**src/design/tcc_pkg.sv**
```systemverilog
// types, codes and constants shared by the text console cursor blocks
package tcc_pkg;

  // cursor position, pixel, screen dimension, cell and character widths
  localparam int unsigned POS_W  = 10;
  localparam int unsigned PROD_W = 18;
  localparam int unsigned PIX_W  = 16;
  localparam int unsigned DIM_W  = 13;
  localparam int unsigned CELL_W = 7;
  localparam int unsigned CHAR_W = 8;

  localparam logic [POS_W-1:0] POS_MAX = 10'd1023;
  localparam logic [PIX_W-1:0] PIX_MAX = 16'hFFFF;

  // control bytes
  localparam logic [CHAR_W-1:0] CHAR_BACKSPACE = 8'h08;
  localparam logic [CHAR_W-1:0] CHAR_TAB       = 8'h09;
  localparam logic [CHAR_W-1:0] CHAR_NEWLINE   = 8'h0A;
  localparam logic [CHAR_W-1:0] CHAR_RETURN    = 8'h0D;

  typedef enum logic {
    FUNC_PUT = 1'b0,
    FUNC_SET = 1'b1
  } tcc_func_e;

  typedef enum logic {
    CMD_DRAW   = 1'b0,
    CMD_SCROLL = 1'b1
  } tcc_cmd_e;

  typedef enum logic [1:0] {
    REG_SCREEN_WIDTH  = 2'd0,
    REG_SCREEN_HEIGHT = 2'd1,
    REG_CELL_WIDTH    = 2'd2,
    REG_CELL_HEIGHT   = 2'd3
  } tcc_reg_e;

  typedef struct packed {
    logic [DIM_W-1:0]  screen_width;
    logic [DIM_W-1:0]  screen_height;
    logic [CELL_W-1:0] cell_width;
    logic [CELL_W-1:0] cell_height;
  } tcc_cfg_t;

  typedef struct packed {
    tcc_func_e         func;
    logic [CHAR_W-1:0] char_code;
    logic [POS_W-1:0]  set_col;
    logic [POS_W-1:0]  set_row;
  } tcc_item_t;

  typedef struct packed {
    tcc_cmd_e          command;
    logic [PIX_W-1:0]  pixel_x;
    logic [PIX_W-1:0]  pixel_y;
    logic [CHAR_W-1:0] glyph_code;
    logic              last;
  } tcc_res_t;

  // up to two result words produced by one item, in order
  typedef struct packed {
    logic [1:0] count;
    tcc_res_t   first;
    tcc_res_t   second;
  } tcc_push_t;

endpackage

```
**src/design/tcc_in_if.sv**
```systemverilog
// input channel: put character or set cursor request
interface tcc_in_if;
  import tcc_pkg::*;

  logic              valid;
  logic              ready;
  logic              func;
  logic [CHAR_W-1:0] char_code;
  logic [POS_W-1:0]  set_col;
  logic [POS_W-1:0]  set_row;

  modport source (output valid, output func, output char_code, output set_col,
                  output set_row, input ready);
  modport sink (input valid, input func, input char_code, input set_col,
                input set_row, output ready);
endinterface

```
**src/design/tcc_out_if.sv**
```systemverilog
// output channel: draw and scroll commands
interface tcc_out_if;
  import tcc_pkg::*;

  logic              valid;
  logic              ready;
  logic              command;
  logic [PIX_W-1:0]  pixel_x;
  logic [PIX_W-1:0]  pixel_y;
  logic [CHAR_W-1:0] glyph_code;
  logic              last;

  modport source (output valid, output command, output pixel_x, output pixel_y,
                  output glyph_code, output last, input ready);
  modport sink (input valid, input command, input pixel_x, input pixel_y,
                input glyph_code, input last, output ready);
endinterface

```
**src/design/tcc_result_fifo.sv**
```systemverilog
// small result queue taking up to two words a cycle and giving one while the output is ready
module tcc_result_fifo
  import tcc_pkg::*;
#(
  parameter int unsigned Depth = 4
) (
  input  logic             clk_i,
  input  logic             rst_ni,
  input  tcc_push_t        push_i,
  output logic             room_o,
  tcc_out_if.source        out_o
);

  localparam int unsigned PtrW = (Depth > 1) ? $clog2(Depth) : 1;
  localparam int unsigned CntW = $clog2(Depth + 1);

  tcc_res_t mem_q [Depth];
  logic [PtrW-1:0] wr_ptr_q, wr_ptr_d, rd_ptr_q, rd_ptr_d, wr_nxt;
  logic [CntW-1:0] cnt_q, cnt_d;
  logic            pop;

  function automatic logic [PtrW-1:0] ptr_inc(logic [PtrW-1:0] p);
    ptr_inc = (p == PtrW'(Depth - 1)) ? '0 : p + PtrW'(1);
  endfunction

  // head word and space flag
  assign pop             = out_o.valid && out_o.ready;
  assign room_o          = cnt_q <= CntW'(Depth - 2);
  assign out_o.valid     = cnt_q != '0;
  assign out_o.command   = mem_q[rd_ptr_q].command;
  assign out_o.pixel_x   = mem_q[rd_ptr_q].pixel_x;
  assign out_o.pixel_y   = mem_q[rd_ptr_q].pixel_y;
  assign out_o.glyph_code = mem_q[rd_ptr_q].glyph_code;
  assign out_o.last      = mem_q[rd_ptr_q].last;

  // pointer and fill count update
  always_comb begin
    wr_nxt   = ptr_inc(wr_ptr_q);
    wr_ptr_d = wr_ptr_q;
    if (push_i.count == 2'd1) begin
      wr_ptr_d = wr_nxt;
    end else if (push_i.count == 2'd2) begin
      wr_ptr_d = ptr_inc(wr_nxt);
    end
    rd_ptr_d = pop ? ptr_inc(rd_ptr_q) : rd_ptr_q;
    cnt_d    = cnt_q + CntW'(push_i.count) - CntW'(pop);
  end

  always_ff @(posedge clk_i or negedge rst_ni) begin
    if (!rst_ni) begin
      wr_ptr_q <= '0;
      rd_ptr_q <= '0;
      cnt_q    <= '0;
    end else begin
      wr_ptr_q <= wr_ptr_d;
      rd_ptr_q <= rd_ptr_d;
      cnt_q    <= cnt_d;
    end
  end

  // storage
  always_ff @(posedge clk_i) begin
    if (push_i.count != 2'd0) begin
      mem_q[wr_ptr_q] <= push_i.first;
    end
    if (push_i.count == 2'd2) begin
      mem_q[wr_nxt] <= push_i.second;
    end
  end

  a_no_overflow: assert property (@(posedge clk_i) disable iff (!rst_ni)
    cnt_q <= CntW'(Depth))
    else $error("result queue overflow");

endmodule

```
**src/design/tcc_cursor_core.sv**
```systemverilog
// cursor state, pixel products, commands; one item a cycle unless stalled
module tcc_cursor_core
  import tcc_pkg::*;
(
  input  logic      clk_i,
  input  logic      rst_ni,
  input  tcc_cfg_t  cfg_i,
  input  logic      cfg_we_i,
  input  logic      item_valid_i,
  input  tcc_item_t item_i,
  input  logic      room_i,
  output logic      take_o,
  output tcc_push_t push_o
);

  typedef struct packed {
    logic [POS_W-1:0]  pos;
    logic [PROD_W-1:0] prod;
  } pos_prod_t;

  // cursor and its pixel products (col * cell_width, row * cell_height)
  logic [POS_W-1:0]  col_q, row_q;
  logic [PROD_W-1:0] colw_q, rowh_q;
  logic              recalc_q;

  pos_prod_t c0, c1, c2, c_n, r0, r1, r_s, r_n;
  logic [PROD_W-1:0] cwp, chp, swp, shp, rmax;
  logic [PROD_W-1:0] mul_col, mul_row;
  logic              wrap, draw, chk, scroll;
  tcc_res_t          draw_res, scroll_res;

  function automatic pos_prod_t pos_inc(pos_prod_t cur, logic [2:0] step,
                                        logic [PROD_W-1:0] step_prod,
                                        logic [PROD_W-1:0] max_prod);
    logic [POS_W:0] sum;
    pos_prod_t      res;
    sum = {1'b0, cur.pos} + (POS_W+1)'(step);
    if (sum >= {1'b0, POS_MAX}) begin
      res.pos  = POS_MAX;
      res.prod = max_prod;
    end else begin
      res.pos  = sum[POS_W-1:0];
      res.prod = cur.prod + step_prod;
    end
    pos_inc = res;
  endfunction

  function automatic logic [PIX_W-1:0] pix_sat(logic [PROD_W-1:0] v);
    pix_sat = (v > PROD_W'(PIX_MAX)) ? PIX_MAX : v[PIX_W-1:0];
  endfunction

  assign cwp  = PROD_W'(cfg_i.cell_width);
  assign chp  = PROD_W'(cfg_i.cell_height);
  assign swp  = PROD_W'(cfg_i.screen_width);
  assign shp  = PROD_W'(cfg_i.screen_height);
  assign rmax = (chp << POS_W) - chp;

  assign take_o = item_valid_i && !recalc_q && room_i;

  // shared multiplier: set cursor request, or rebuild after a register write
  always_comb begin
    if (recalc_q) begin
      mul_col = PROD_W'(col_q) * cwp;
      mul_row = PROD_W'(row_q) * chp;
    end else begin
      mul_col = PROD_W'(item_i.set_col) * cwp;
      mul_row = PROD_W'(item_i.set_row) * chp;
    end
  end

  // put character: wrap, control codes, advance and scroll check
  always_comb begin
    c0.pos  = col_q;
    c0.prod = colw_q;
    r0.pos  = row_q;
    r0.prod = rowh_q;
    wrap    = c0.prod >= swp;
    c1      = wrap ? '0 : c0;
    r1      = wrap ? pos_inc(r0, 3'd1, chp, rmax) : r0;
    c2      = c1;
    c_n     = c1;
    r_s     = r1;
    draw    = 1'b0;
    chk     = 1'b0;
    unique case (item_i.char_code)
      CHAR_NEWLINE: begin
        c_n = '0;
        r_s = pos_inc(r1, 3'd1, chp, rmax);
        chk = 1'b1;
      end
      CHAR_BACKSPACE: begin
        if (c1.pos != '0) begin
          c_n.pos  = c1.pos - POS_W'(1);
          c_n.prod = c1.prod - cwp;
        end
      end
      CHAR_RETURN: begin
        c_n = '0;
      end
      CHAR_TAB: begin
        r_s = pos_inc(r1, 3'd4, chp << 2, rmax);
      end
      default: begin
        draw = 1'b1;
        chk  = 1'b1;
        if (c1.pos != POS_MAX) begin
          c2.pos  = c1.pos + POS_W'(1);
          c2.prod = c1.prod + cwp;
        end
        // next cell would not fit: wrap now
        if (c2.prod + cwp >= swp) begin
          c_n = '0;
          r_s = pos_inc(r1, 3'd1, chp, rmax);
        end else begin
          c_n = c2;
        end
      end
    endcase

    // bottom reached: scroll up one row
    scroll = chk && (r_s.prod + chp >= shp);
    r_n    = r_s;
    if (scroll && r_s.pos != '0) begin
      r_n.pos  = r_s.pos - POS_W'(1);
      r_n.prod = r_s.prod - chp;
    end
  end

  // result words
  always_comb begin
    draw_res.command    = CMD_DRAW;
    draw_res.pixel_x    = pix_sat(c1.prod);
    draw_res.pixel_y    = pix_sat(r1.prod);
    draw_res.glyph_code = item_i.char_code;
    draw_res.last       = !scroll;

    scroll_res.command    = CMD_SCROLL;
    scroll_res.pixel_x    = '0;
    scroll_res.pixel_y    = '0;
    scroll_res.glyph_code = '0;
    scroll_res.last       = 1'b1;

    push_o.first  = draw ? draw_res : scroll_res;
    push_o.second = scroll_res;
    push_o.count  = '0;
    if (take_o && item_i.func == FUNC_PUT) begin
      push_o.count = 2'(draw) + 2'(scroll);
    end
  end

  // cursor state
  always_ff @(posedge clk_i or negedge rst_ni) begin
    if (!rst_ni) begin
      col_q    <= '0;
      row_q    <= '0;
      colw_q   <= '0;
      rowh_q   <= '0;
      recalc_q <= 1'b0;
    end else begin
      recalc_q <= cfg_we_i;
      if (recalc_q) begin
        colw_q <= mul_col;
        rowh_q <= mul_row;
      end else if (take_o) begin
        if (item_i.func == FUNC_SET) begin
          col_q  <= item_i.set_col;
          row_q  <= item_i.set_row;
          colw_q <= mul_col;
          rowh_q <= mul_row;
        end else begin
          col_q  <= c_n.pos;
          row_q  <= r_n.pos;
          colw_q <= c_n.prod;
          rowh_q <= r_n.prod;
        end
      end
    end
  end

  a_colw_match: assert property (@(posedge clk_i) disable iff (!rst_ni)
    !recalc_q |-> colw_q == PROD_W'(col_q) * cwp)
    else $error("column pixel product out of step with column");

  a_rowh_match: assert property (@(posedge clk_i) disable iff (!rst_ni)
    !recalc_q |-> rowh_q == PROD_W'(row_q) * chp)
    else $error("row pixel product out of step with row");

  a_pair_order: assert property (@(posedge clk_i) disable iff (!rst_ni)
    push_o.count == 2'd2 |->
      push_o.first.command == CMD_DRAW && push_o.second.command == CMD_SCROLL)
    else $error("two words per item must be draw then scroll");

endmodule

```
**src/design/text_console_cursor_control.sv**
```systemverilog
// top level of the text console cursor control
//
//  port      dir  handshake          word
//  in_i      in   valid/ready        func, char_code, set_col, set_row
//  out_o     out  valid/ready        command, pixel_x, pixel_y, glyph_code, last
//  cfg_*     in   cfg_we_i, no wait  cfg_idx_i selects register, cfg_data_i
//
// An item is registered in the input register, then handled by the cursor
// core, which pushes zero, one or two words into the result queue.
// Sustained rate: one item a cycle while the output is ready; for items
// giving two words the single output port sets the rate.
// After a register write the cursor pixel products are rebuilt in the
// next cycle, in which no item is taken.
// Reset: cursor at column 0, row 0; registers 1024, 768, 10 and 20.
// A stalled output fills the queue until two words no longer fit, then holds the input register.
module text_console_cursor_control
  import tcc_pkg::*;
#(
  parameter int unsigned FifoDepth = 4
) (
  input  logic                  clk_i,
  input  logic                  rst_ni,
  tcc_in_if.sink                in_i,
  tcc_out_if.source             out_o,
  input  logic                  cfg_we_i,
  input  logic [1:0]            cfg_idx_i,
  input  logic [DIM_W-1:0]      cfg_data_i
);

  tcc_cfg_t  cfg_q;
  tcc_item_t item_q;
  logic      item_vld_q;
  logic      take, room;
  tcc_push_t push;

  // configuration registers
  always_ff @(posedge clk_i or negedge rst_ni) begin
    if (!rst_ni) begin
      cfg_q.screen_width  <= 13'd1024;
      cfg_q.screen_height <= 13'd768;
      cfg_q.cell_width    <= 7'd10;
      cfg_q.cell_height   <= 7'd20;
    end else if (cfg_we_i) begin
      unique case (tcc_reg_e'(cfg_idx_i))
        REG_SCREEN_WIDTH:  cfg_q.screen_width  <= cfg_data_i;
        REG_SCREEN_HEIGHT: cfg_q.screen_height <= cfg_data_i;
        REG_CELL_WIDTH:    cfg_q.cell_width    <= cfg_data_i[CELL_W-1:0];
        REG_CELL_HEIGHT:   cfg_q.cell_height   <= cfg_data_i[CELL_W-1:0];
        default:           cfg_q <= cfg_q;
      endcase
    end
  end

  // input register
  assign in_i.ready = !item_vld_q || take;

  always_ff @(posedge clk_i or negedge rst_ni) begin
    if (!rst_ni) begin
      item_vld_q <= 1'b0;
    end else if (in_i.ready) begin
      item_vld_q <= in_i.valid;
    end
  end

  always_ff @(posedge clk_i) begin
    if (in_i.valid && in_i.ready) begin
      item_q.func      <= tcc_func_e'(in_i.func);
      item_q.char_code <= in_i.char_code;
      item_q.set_col   <= in_i.set_col;
      item_q.set_row   <= in_i.set_row;
    end
  end

  tcc_cursor_core u_core (
    .clk_i        (clk_i),
    .rst_ni       (rst_ni),
    .cfg_i        (cfg_q),
    .cfg_we_i     (cfg_we_i),
    .item_valid_i (item_vld_q),
    .item_i       (item_q),
    .room_i       (room),
    .take_o       (take),
    .push_o       (push)
  );

  tcc_result_fifo #(
    .Depth (FifoDepth)
  ) u_fifo (
    .clk_i  (clk_i),
    .rst_ni (rst_ni),
    .push_i (push),
    .room_o (room),
    .out_o  (out_o)
  );

endmodule
```
**src/flat_wrapper.sv**
```systemverilog
// flat-port wrapper written by rule: the top's interface ports become plain ports
module text_console_cursor_control_flat import tcc_pkg::*;
#(
  parameter int unsigned FifoDepth = 4
)
  (clk_i, rst_ni, cfg_we_i, cfg_idx_i, cfg_data_i, in_i_valid, in_i_func, in_i_char_code, in_i_set_col, in_i_set_row, in_i_ready, out_o_valid, out_o_command, out_o_pixel_x, out_o_pixel_y, out_o_glyph_code, out_o_last, out_o_ready);
  tcc_in_if in_i_i ();
  tcc_out_if out_o_i ();
  input  logic clk_i;
  input  logic rst_ni;
  input  logic cfg_we_i;
  input  logic [1:0] cfg_idx_i;
  input  logic [DIM_W-1:0] cfg_data_i;
  input wire logic [$bits(in_i_i.valid)-1:0] in_i_valid;
  input wire logic [$bits(in_i_i.func)-1:0] in_i_func;
  input wire logic [$bits(in_i_i.char_code)-1:0] in_i_char_code;
  input wire logic [$bits(in_i_i.set_col)-1:0] in_i_set_col;
  input wire logic [$bits(in_i_i.set_row)-1:0] in_i_set_row;
  output wire logic [$bits(in_i_i.ready)-1:0] in_i_ready;
  output wire logic [$bits(out_o_i.valid)-1:0] out_o_valid;
  output wire logic [$bits(out_o_i.command)-1:0] out_o_command;
  output wire logic [$bits(out_o_i.pixel_x)-1:0] out_o_pixel_x;
  output wire logic [$bits(out_o_i.pixel_y)-1:0] out_o_pixel_y;
  output wire logic [$bits(out_o_i.glyph_code)-1:0] out_o_glyph_code;
  output wire logic [$bits(out_o_i.last)-1:0] out_o_last;
  input wire logic [$bits(out_o_i.ready)-1:0] out_o_ready;
  assign in_i_i.valid = in_i_valid;
  assign in_i_i.func = in_i_func;
  assign in_i_i.char_code = in_i_char_code;
  assign in_i_i.set_col = in_i_set_col;
  assign in_i_i.set_row = in_i_set_row;
  assign in_i_ready = in_i_i.ready;
  assign out_o_valid = out_o_i.valid;
  assign out_o_command = out_o_i.command;
  assign out_o_pixel_x = out_o_i.pixel_x;
  assign out_o_pixel_y = out_o_i.pixel_y;
  assign out_o_glyph_code = out_o_i.glyph_code;
  assign out_o_last = out_o_i.last;
  assign out_o_i.ready = out_o_ready;
  text_console_cursor_control #(.FifoDepth(FifoDepth)) u_core (.clk_i(clk_i), .rst_ni(rst_ni), .in_i(in_i_i), .out_o(out_o_i), .cfg_we_i(cfg_we_i), .cfg_idx_i(cfg_idx_i), .cfg_data_i(cfg_data_i));
endmodule
```
**config.mk**
```make
export PLATFORM = sky130hd
export DESIGN_NAME = text_console_cursor_control_flat
export DESIGN_NICKNAME = d
export VERILOG_FILES = /design/src/design/tcc_pkg.sv /design/src/design/tcc_in_if.sv /design/src/design/tcc_out_if.sv /design/src/design/tcc_result_fifo.sv /design/src/design/tcc_cursor_core.sv /design/src/design/text_console_cursor_control.sv /design/src/flat_wrapper.sv
export SDC_FILE = /design/constraint.sdc
export NUM_CORES = 2
export LEC_CHECK = 0
export BUFFER_PORTS_ARGS = -buffer_cell sky130_fd_sc_hd__buf_2
export CAP_MARGIN = 10
export CORE_MARGIN = 2
export CORE_UTILIZATION = 25
export DETAILED_ROUTE_END_ITERATION = 8
export SETUP_SLACK_MARGIN = 0.2
export SKIP_CTS_REPAIR_TIMING = 1
export SLEW_MARGIN = 20
export SYNTH_ARGS = -nofsm -noshare
export SYNTH_HDL_FRONTEND = slang
export SYNTH_SLANG_ARGS = --single-unit
```
**constraint.sdc**
```tcl
create_clock -name clk_i -period 32.7 [get_ports clk_i]
set_input_delay 6.54 -clock clk_i [delete_from_list [all_inputs] [get_ports clk_i]]
set_output_delay 6.54 -clock clk_i [all_outputs]
set_load 0.005 [all_outputs]
```
=== After elaboration in Yosys (flattened, before gate mapping) ===
Memories as Yosys holds them, arrays and structs flattened.
Index checks and enable logic that the tools add are counted.

* Logic and storage cells: 132
* Input bits: 49
* Output and inout bits: 44
* Bits in registers: 134
* Memories: 1
* Bits in writable memories: 168

* Reductions and logical operators: 27
* Multiply operators: 4
* $lt $le $gt $ge: 9
* Add/subtract/negate cells: 21
* Bitwise gates (word level): 2
* Mux-type cells: 38
* Equality and inequality tests: 13

{| class="wikitable"
|+ Memory list
! memory !! depth !! width !! read ports !! clocked after memory_dff !! wr ports !! RTL line !! text
|-
| u_core.u_fifo.mem_q || 4 || 42 || 1 || 0 || 2 || tcc_result_fifo.sv:17 || <nowiki>tcc_res_t mem_q [Depth];</nowiki>
|}

{| class="wikitable"
|+ Operators with widths
! kind !! count
|-
| $mux W28 || 11
|-
| $pmux W28 S3 || 2
|-
| $mux W18 || 6
|-
| $add A18 B7 Y18 || 5
|-
| $mul A10 B7 Y17 || 4
|-
| $ge A18 B13 Y1 || 3
|-
| $mux W42 || 1
|-
| $gt A18 B16 Y1 const B || 2
|-
| $sub A18 B7 Y18 || 2
|-
| $mux W17 || 2
|-
| $ge A11 B10 Y1 const B || 3
|-
| $eq A8 B4 Y1 const B || 4
|-
| $mux W16 || 2
|-
| $add A10 B1 Y11 const B || 2
|-
| $mux W10 || 2
|-
| $reduce_bool A10 Y1 || 2
|-
| $sub A10 B1 Y10 const B || 2
|-
| $add A18 B9 Y18 || 1
|-
| $sub A17 B7 Y18 || 1
|-
| $eq A2 B2 Y1 const B || 6
|-
| $mux W2 || 6
|-
| $add A10 B3 Y11 const B || 1
|-
| $add A10 B1 Y10 const B || 1
|-
| $ne A10 B10 Y1 const B || 1
|-
| other kinds (18) || 42
|}

=== Depth between registers and ports, before layout ===
* Depth after elaboration: 17
* Mapped depth: 73
* Depth with buffers taken out: 67

=== Cells and area by module ===
A second synthesis with hierarchy kept.

* Cell total of the unflattened synthesis: 3339
* Area total of the unflattened synthesis: 31725.4 µm²

{| class="wikitable"
|+ By module, submodules not included
! module !! sequential area each (µm²) !! area each (µm²) !! times used !! cells each
|-
| tcc_cursor_core || 1426.4 || 20542.2 || 1 || 2757
|-
| tcc_result_fifo || 5220.0 || 8763.4 || 1 || 463
|-
| text_console_cursor_control || 1905.6 || 2419.8 || 1 || 119
|}

=== Least setup slack after synthesis ===
No wires, ideal clock.

* Path kind: register to register
* Start: reg u_core.u_core.colw_q[12]
* End: reg u_core.u_fifo.cnt_q[2]
* Slack: 19516 ps
* Required time: 32577 ps
* Setup time: 123 ps
* Arrival time: 13062 ps
* Period minus slack after synthesis: 13184 ps
* Cell stages (with the launch flop): 69
* Buffers on the path: 6
* Cells stage by stage: dfrtp_1 ha_1 a211o_1 nor3_2 o311ai_1 nor2_2 buf_2 buf_2 buf_1 clkbuf_1 nand2_1 inv_1 ha_1 nand3_1 or2_2 clkbuf_1 nor2_1 nand2_1 [... 33 more ...] a21o_1 a21o_1 a211o_1 a2111oi_0 o31ai_1 nand4bb_1 a311oi_1 a211o_1 nand2_1 ha_1 nand2_1 ha_1 inv_1 ha_1 inv_1 fa_1 xor2_1 xnor2_1

* Word-level cells in the longest chain between the ends: 16
* Elaborated cells on any way between the ends: 26
* Those cells by class: add/sub: 10; order compare: 5; eq/ne: 1; mux: 9; reduce/logical: 1

{| class="wikitable"
|+ RTL lines
! item !! RTL line !! text
|-
| start: declaration || tcc_cursor_core.sv:23 || <nowiki>logic [PROD_W-1:0] colw_q, rowh_q;</nowiki>
|-
| start signal: assignment || tcc_cursor_core.sv:162 || <nowiki>colw_q <= mul_col;</nowiki>
|-
| start signal: assignment || tcc_cursor_core.sv:168 || <nowiki>colw_q <= mul_col;</nowiki>
|-
| start signal: assignment || tcc_cursor_core.sv:173 || <nowiki>colw_q <= c_n.prod;</nowiki>
|-
| $ge A18 B13 Y1 || tcc_cursor_core.sv:77 || <nowiki>wrap = c0.prod >= swp;</nowiki>
|-
| $mux W28 || tcc_cursor_core.sv:78 || <nowiki>c1 = wrap ? '0 : c0;</nowiki>
|-
| $add A18 B7 Y18 or $ne A10 B10 Y1 (tied branches) || tcc_cursor_core.sv:108, tcc_cursor_core.sv:106 ||
|-
| $mux W28 || tcc_cursor_core.sv:106 || <nowiki>if (c1.pos != POS_MAX) begin</nowiki>
|-
| $mux W28 || tcc_cursor_core.sv:85 || <nowiki>unique case (item_i.char_code)</nowiki>
|-
| $add A18 B7 Y18 || tcc_cursor_core.sv:111 || <nowiki>if (c2.prod + cwp >= swp) begin</nowiki>
|-
| $ge A18 B13 Y1 || tcc_cursor_core.sv:111 ||
|-
| $mux W28 || tcc_cursor_core.sv:111 ||
|-
| $pmux W28 S3 * || tcc_cursor_core.sv:85 ||
|-
| $add A18 B7 Y18 * || tcc_cursor_core.sv:121 || <nowiki>scroll = chk && (r_s.prod + chp >= shp);</nowiki>
|-
| $ge A18 B13 Y1 * || tcc_cursor_core.sv:121 ||
|-
| $logic_and A1 B1 Y1 * || tcc_cursor_core.sv:121 ||
|-
| $add A1 B1 Y2 * || tcc_cursor_core.sv:147 || <nowiki>push_o.count = 2'(draw) + 2'(scroll);</nowiki>
|-
| $mux W2 * || tcc_cursor_core.sv:146 || <nowiki>if (take_o && item_i.func == FUNC_PUT) begin</nowiki>
|-
| $add A3 B2 Y3 * || tcc_result_fifo.sv:46 || <nowiki>cnt_d = cnt_q + CntW'(push_i.count) - CntW'(pop);</nowiki>
|-
| $sub A3 B1 Y3 * || tcc_result_fifo.sv:46 ||
|-
| named net u_core.u_fifo.cnt_d[2] || tcc_result_fifo.sv:19 || <nowiki>logic [CntW-1:0] cnt_q, cnt_d;</nowiki>
|-
| end signal: assignment || tcc_result_fifo.sv:57 || <nowiki>cnt_q <= cnt_d;</nowiki>
|-
| end: declaration || tcc_result_fifo.sv:19 ||
|}

The timed path passes the listed nets; every way through them passes the cells marked *. The select of a mux whose other input is x is not followed.
A chain may end at the register's enable or synchronous reset.

==> summary.md <==
| Metric | Value |
|---|---|
| Clock tree buffer depth | 3 |
| Post-layout min period | 16.22 ns |
| GPL Wtd Cong | roughly 0.97 |
| Max Cap Viol | 0 |
| Cell Rows | 126 |
| Post-DRT Antenna Nets | 0 |
| Total CTS buffers | 38 |
| Hold Violations, Final | 0 |
| Dominant synthesized flop cell | dfxtp_1 |
| CTS root buffer | clkbuf_16 |
| Worst Skew | between 0.04 and 0.05 ns |
| Final Net Count | a little over 4000 |
| Syn Nets | 4113 |
| Vias in the first global route | about 26000 |
| Final setup viols | 0 |
| Post-synth cell types | 109 |
| Clk slew on worst S/H paths | 0.06 ns |
| CP required | around 33 ns |
| Synth Instances | between 3000 and 4000 |
| DR pass1 iterations | 7 |
| Slew Limit Headroom | 23.84% |
| Core Area | around 120000 µm² |
| DRT iter0 DRCs | between 2000 and 3000 |
| Largest area contributor in the netlist | dfxtp_1 |
| Initial Util | 25.17% |
| GRT Total Usage | 16.26% |
| Worst Path Max Fanout | 62 |
| Antenna violations before repair | 12 |
| Vias per std cell | roughly 5.2 |
| Die W | between 300 and 400 µm |
| Slowest cell delay on critical path | about 0.79 ns |
| Crit path DAT | 16.66 ns |
| Hpwl dp | roughly 74000 µm |
| Maximum clock frequency | between 60 and 70 MHz |
| Crit. End Element | flop |
| Post-synth EDFFs | 29 |
| Area grow syn2layout | 10.92% |
| Post-synthesis sequential area ratio | between 20% and 30% |
| Async SR Flop Fraction | a little over a third |
| WL final | about 100000 µm |
| Slew Limit Fails | 0 |
| Status | finished clean |
| Synth top cells by count | nand2_1, a21oi_1, inv_1, ha_1, nor2_1 |
| Top-Level Pins | 93 |
| CP Buf/Inv Count | 4 |
| First-pass GRT wire length | around 160000 µm |
| Register bit total from synthesis | between 300 and 400 |
| Post-synth top area share | a little under an eighth |
| Top-count cell post-synth | nand2_1 |
| Worst path most repeated cell | nor2_1 |
| Total number of vias | between 20000 and 30000 |
| DRC viols | 0 |
| Average cell area after synthesis | around 8 µm² |
| Fin crit share | approximately 50% |
| Critical-path top delay cell | o31a_1 |
| Layout cells sized above 1 | around 10% |
| Reg-to-reg startpoint | u_core.u_core.colw_q[7] |
| Layout fillers | around 13000 |
| IO Port Bufs | around 90 |
| Final setup TNS | 0 ns |
| HP Class | reg2reg |
| Worst setup SP type | flop |
| Die area | ~120000 µm² |
| Crit Path Category | reg2reg |
| Largest net degree at the start of global routing | 63 |
| Unrepaired setup endpoints after global routing | no |
| CTS tree | built |
| Crit path max-delay family | compound AO/OA/AOI/OAI gates |
| Die height | between 300 and 400 µm |
| Top cells by area, synth | dfxtp_1, fa_1, ha_1 |
| Congestion Overflow GR | 0 |
| Hold Crit Start | u_core.u_fifo.mem_q[0][2] |
| Clock Sinks | 302 |
| H-tree levels | 2 |
| Mapped cell area | about 30000 µm² |
| Ys Warns | 0 |
| Slew @ Worst Pin | between 1 and 1.5 ns |
| Critical Path Start | u_core.u_core.colw_q[7] |
| WL/cell | approximately 19 µm |
| Worst skew pair latency | 0.60 ns |
-- cell type report --
type | count | area [µm²] | share of cell area (%)
multi-input combinational | 2800 | 20780 | 63.22
sequential | 302 | 6874 | 20.91
tap | 1536 | 1922 | 5.846
inverter | 307 | 1152 | 3.505
timing repair buffer | 146 | 888.4 | 2.702
clock buffer | 48 | 1049 | 3.189
antenna | 5 | 12.51 | 0.03806
clock inverter | 21 | 195.2 | 0.5937
-- worst paths after layout --
kind                                         endpoint  depth (start not counted)  slack, ns
max                        u_core.u_fifo.mem_q[2][16]                         62      16.48
min                         u_core.u_fifo.mem_q[0][2]                          2       0.45
max reg2reg                u_core.u_fifo.mem_q[2][16]                         62      16.48
min reg2reg                 u_core.u_fifo.mem_q[0][2]                          2       0.45
max in group asynchronous   u_core.u_fifo.rd_ptr_q[0]                          2      25.30
min in group asynchronous     u_core.u_core.rowh_q[9]                          1       5.97
-- registers in the layout, summed over array words and instances (netlist names) --
| register | flops |
|---|---|
| u_core.cfg_q | 40 |
| u_core.item_q | 29 |
| u_core.item_vld_q | 1 |
| u_core.u_core.col_q | 10 |
| u_core.u_core.colw_q | 18 |
| u_core.u_core.recalc_q | 1 |
| u_core.u_core.row_q | 10 |
| u_core.u_core.rowh_q | 18 |
| u_core.u_fifo.cnt_q | 3 |
| u_core.u_fifo.mem_q | 168 |
| u_core.u_fifo.rd_ptr_q | 2 |
| u_core.u_fifo.wr_ptr_q | 2 |
-- per-stage QoR --
step / cell area (µm²) / cells / util [%] / hold slack, ns / worst slack [ns]
finish: 32880 / 5165 / 27.92 / 0.4510 / 16.48
global route: 32870 / 5164 / 27.91 / 0.4703 / 15.42
CTS: 32830 / 5159 / 27.87 / 0.4524 / 16.71
detailed placement: 31580 / 5090 / 26.82 / 0.4444 / 16.77
global placement: 31580 / 5090 / 26.82 / 0.4383 / 17.11
floorplan: 29640 / 3637 / - / 0.4331 / 19.52
-- worst min-delay path, delay by kind of cell (launching register included) --
kind / cells / cell delay, ns
simple gates: 1 / 0.05
compound gates: 1 / 0.05
flops: 1 / 0.30
-- layer usage --
metal / GRT usage (%) / up-vias / share of wire (%)
li1: - / 12440 / -
met5: 0 / - / 0.11
met1: 23.46 / 13000 / 45
met3: 2.841 / 163 / 8.6
met4: 4.232 / 16 / 2.5
met2: 24.86 / 1096 / 44
-- placed cells by master, fill, tap and decap left out, types with 19 or more instances in the layout --
cell and instances:
nand2_1 594, a21oi_1 345, inv_1 303, ha_1 262, nor2_1 239, dfxtp_1 168
fa_1 165, o21ai_0 133, xnor2_1 111, and2_1 98, dfrtp_1 95, buf_2 91
nand3_1 73, nor3_1 58, buf_4 54, o21bai_1 44, mux4_2 42, xor2_1 40
clkbuf_16 38, a21o_1 36, mux2_2 32, and3_1 31, edfxtp_1 29, o211ai_1 28
a211oi_1 25, nand2b_1 22, or3_1 22, o22ai_1 21, nand4_1 20, o31ai_1 19
o21a_1 19, nor4_1 19, nor2b_1 19, o221ai_1 19
-- logic make-up (layout without fill, tap and decap cells) --
| kind of cell | Yosys count | after routing | synth area share [%] |
|---|---|---|---|
| other cells | 0 | 5 | 0 |
| xor+xnor | 152 | 152 | 4.517 |
| mux | 89 | 89 | 4.926 |
| buf+inv | 535 | 522 | 6.927 |
| flops | 302 | 302 | 23.18 |
| fa+ha+maj | 427 | 427 | 22.20 |
| compound gates | 858 | 858 | 18.36 |
| simple gates | 1274 | 1274 | 19.89 |
Power is not shown: default switching activity piles up to over one toggle a cycle in this logic, so the estimate is an artifact.
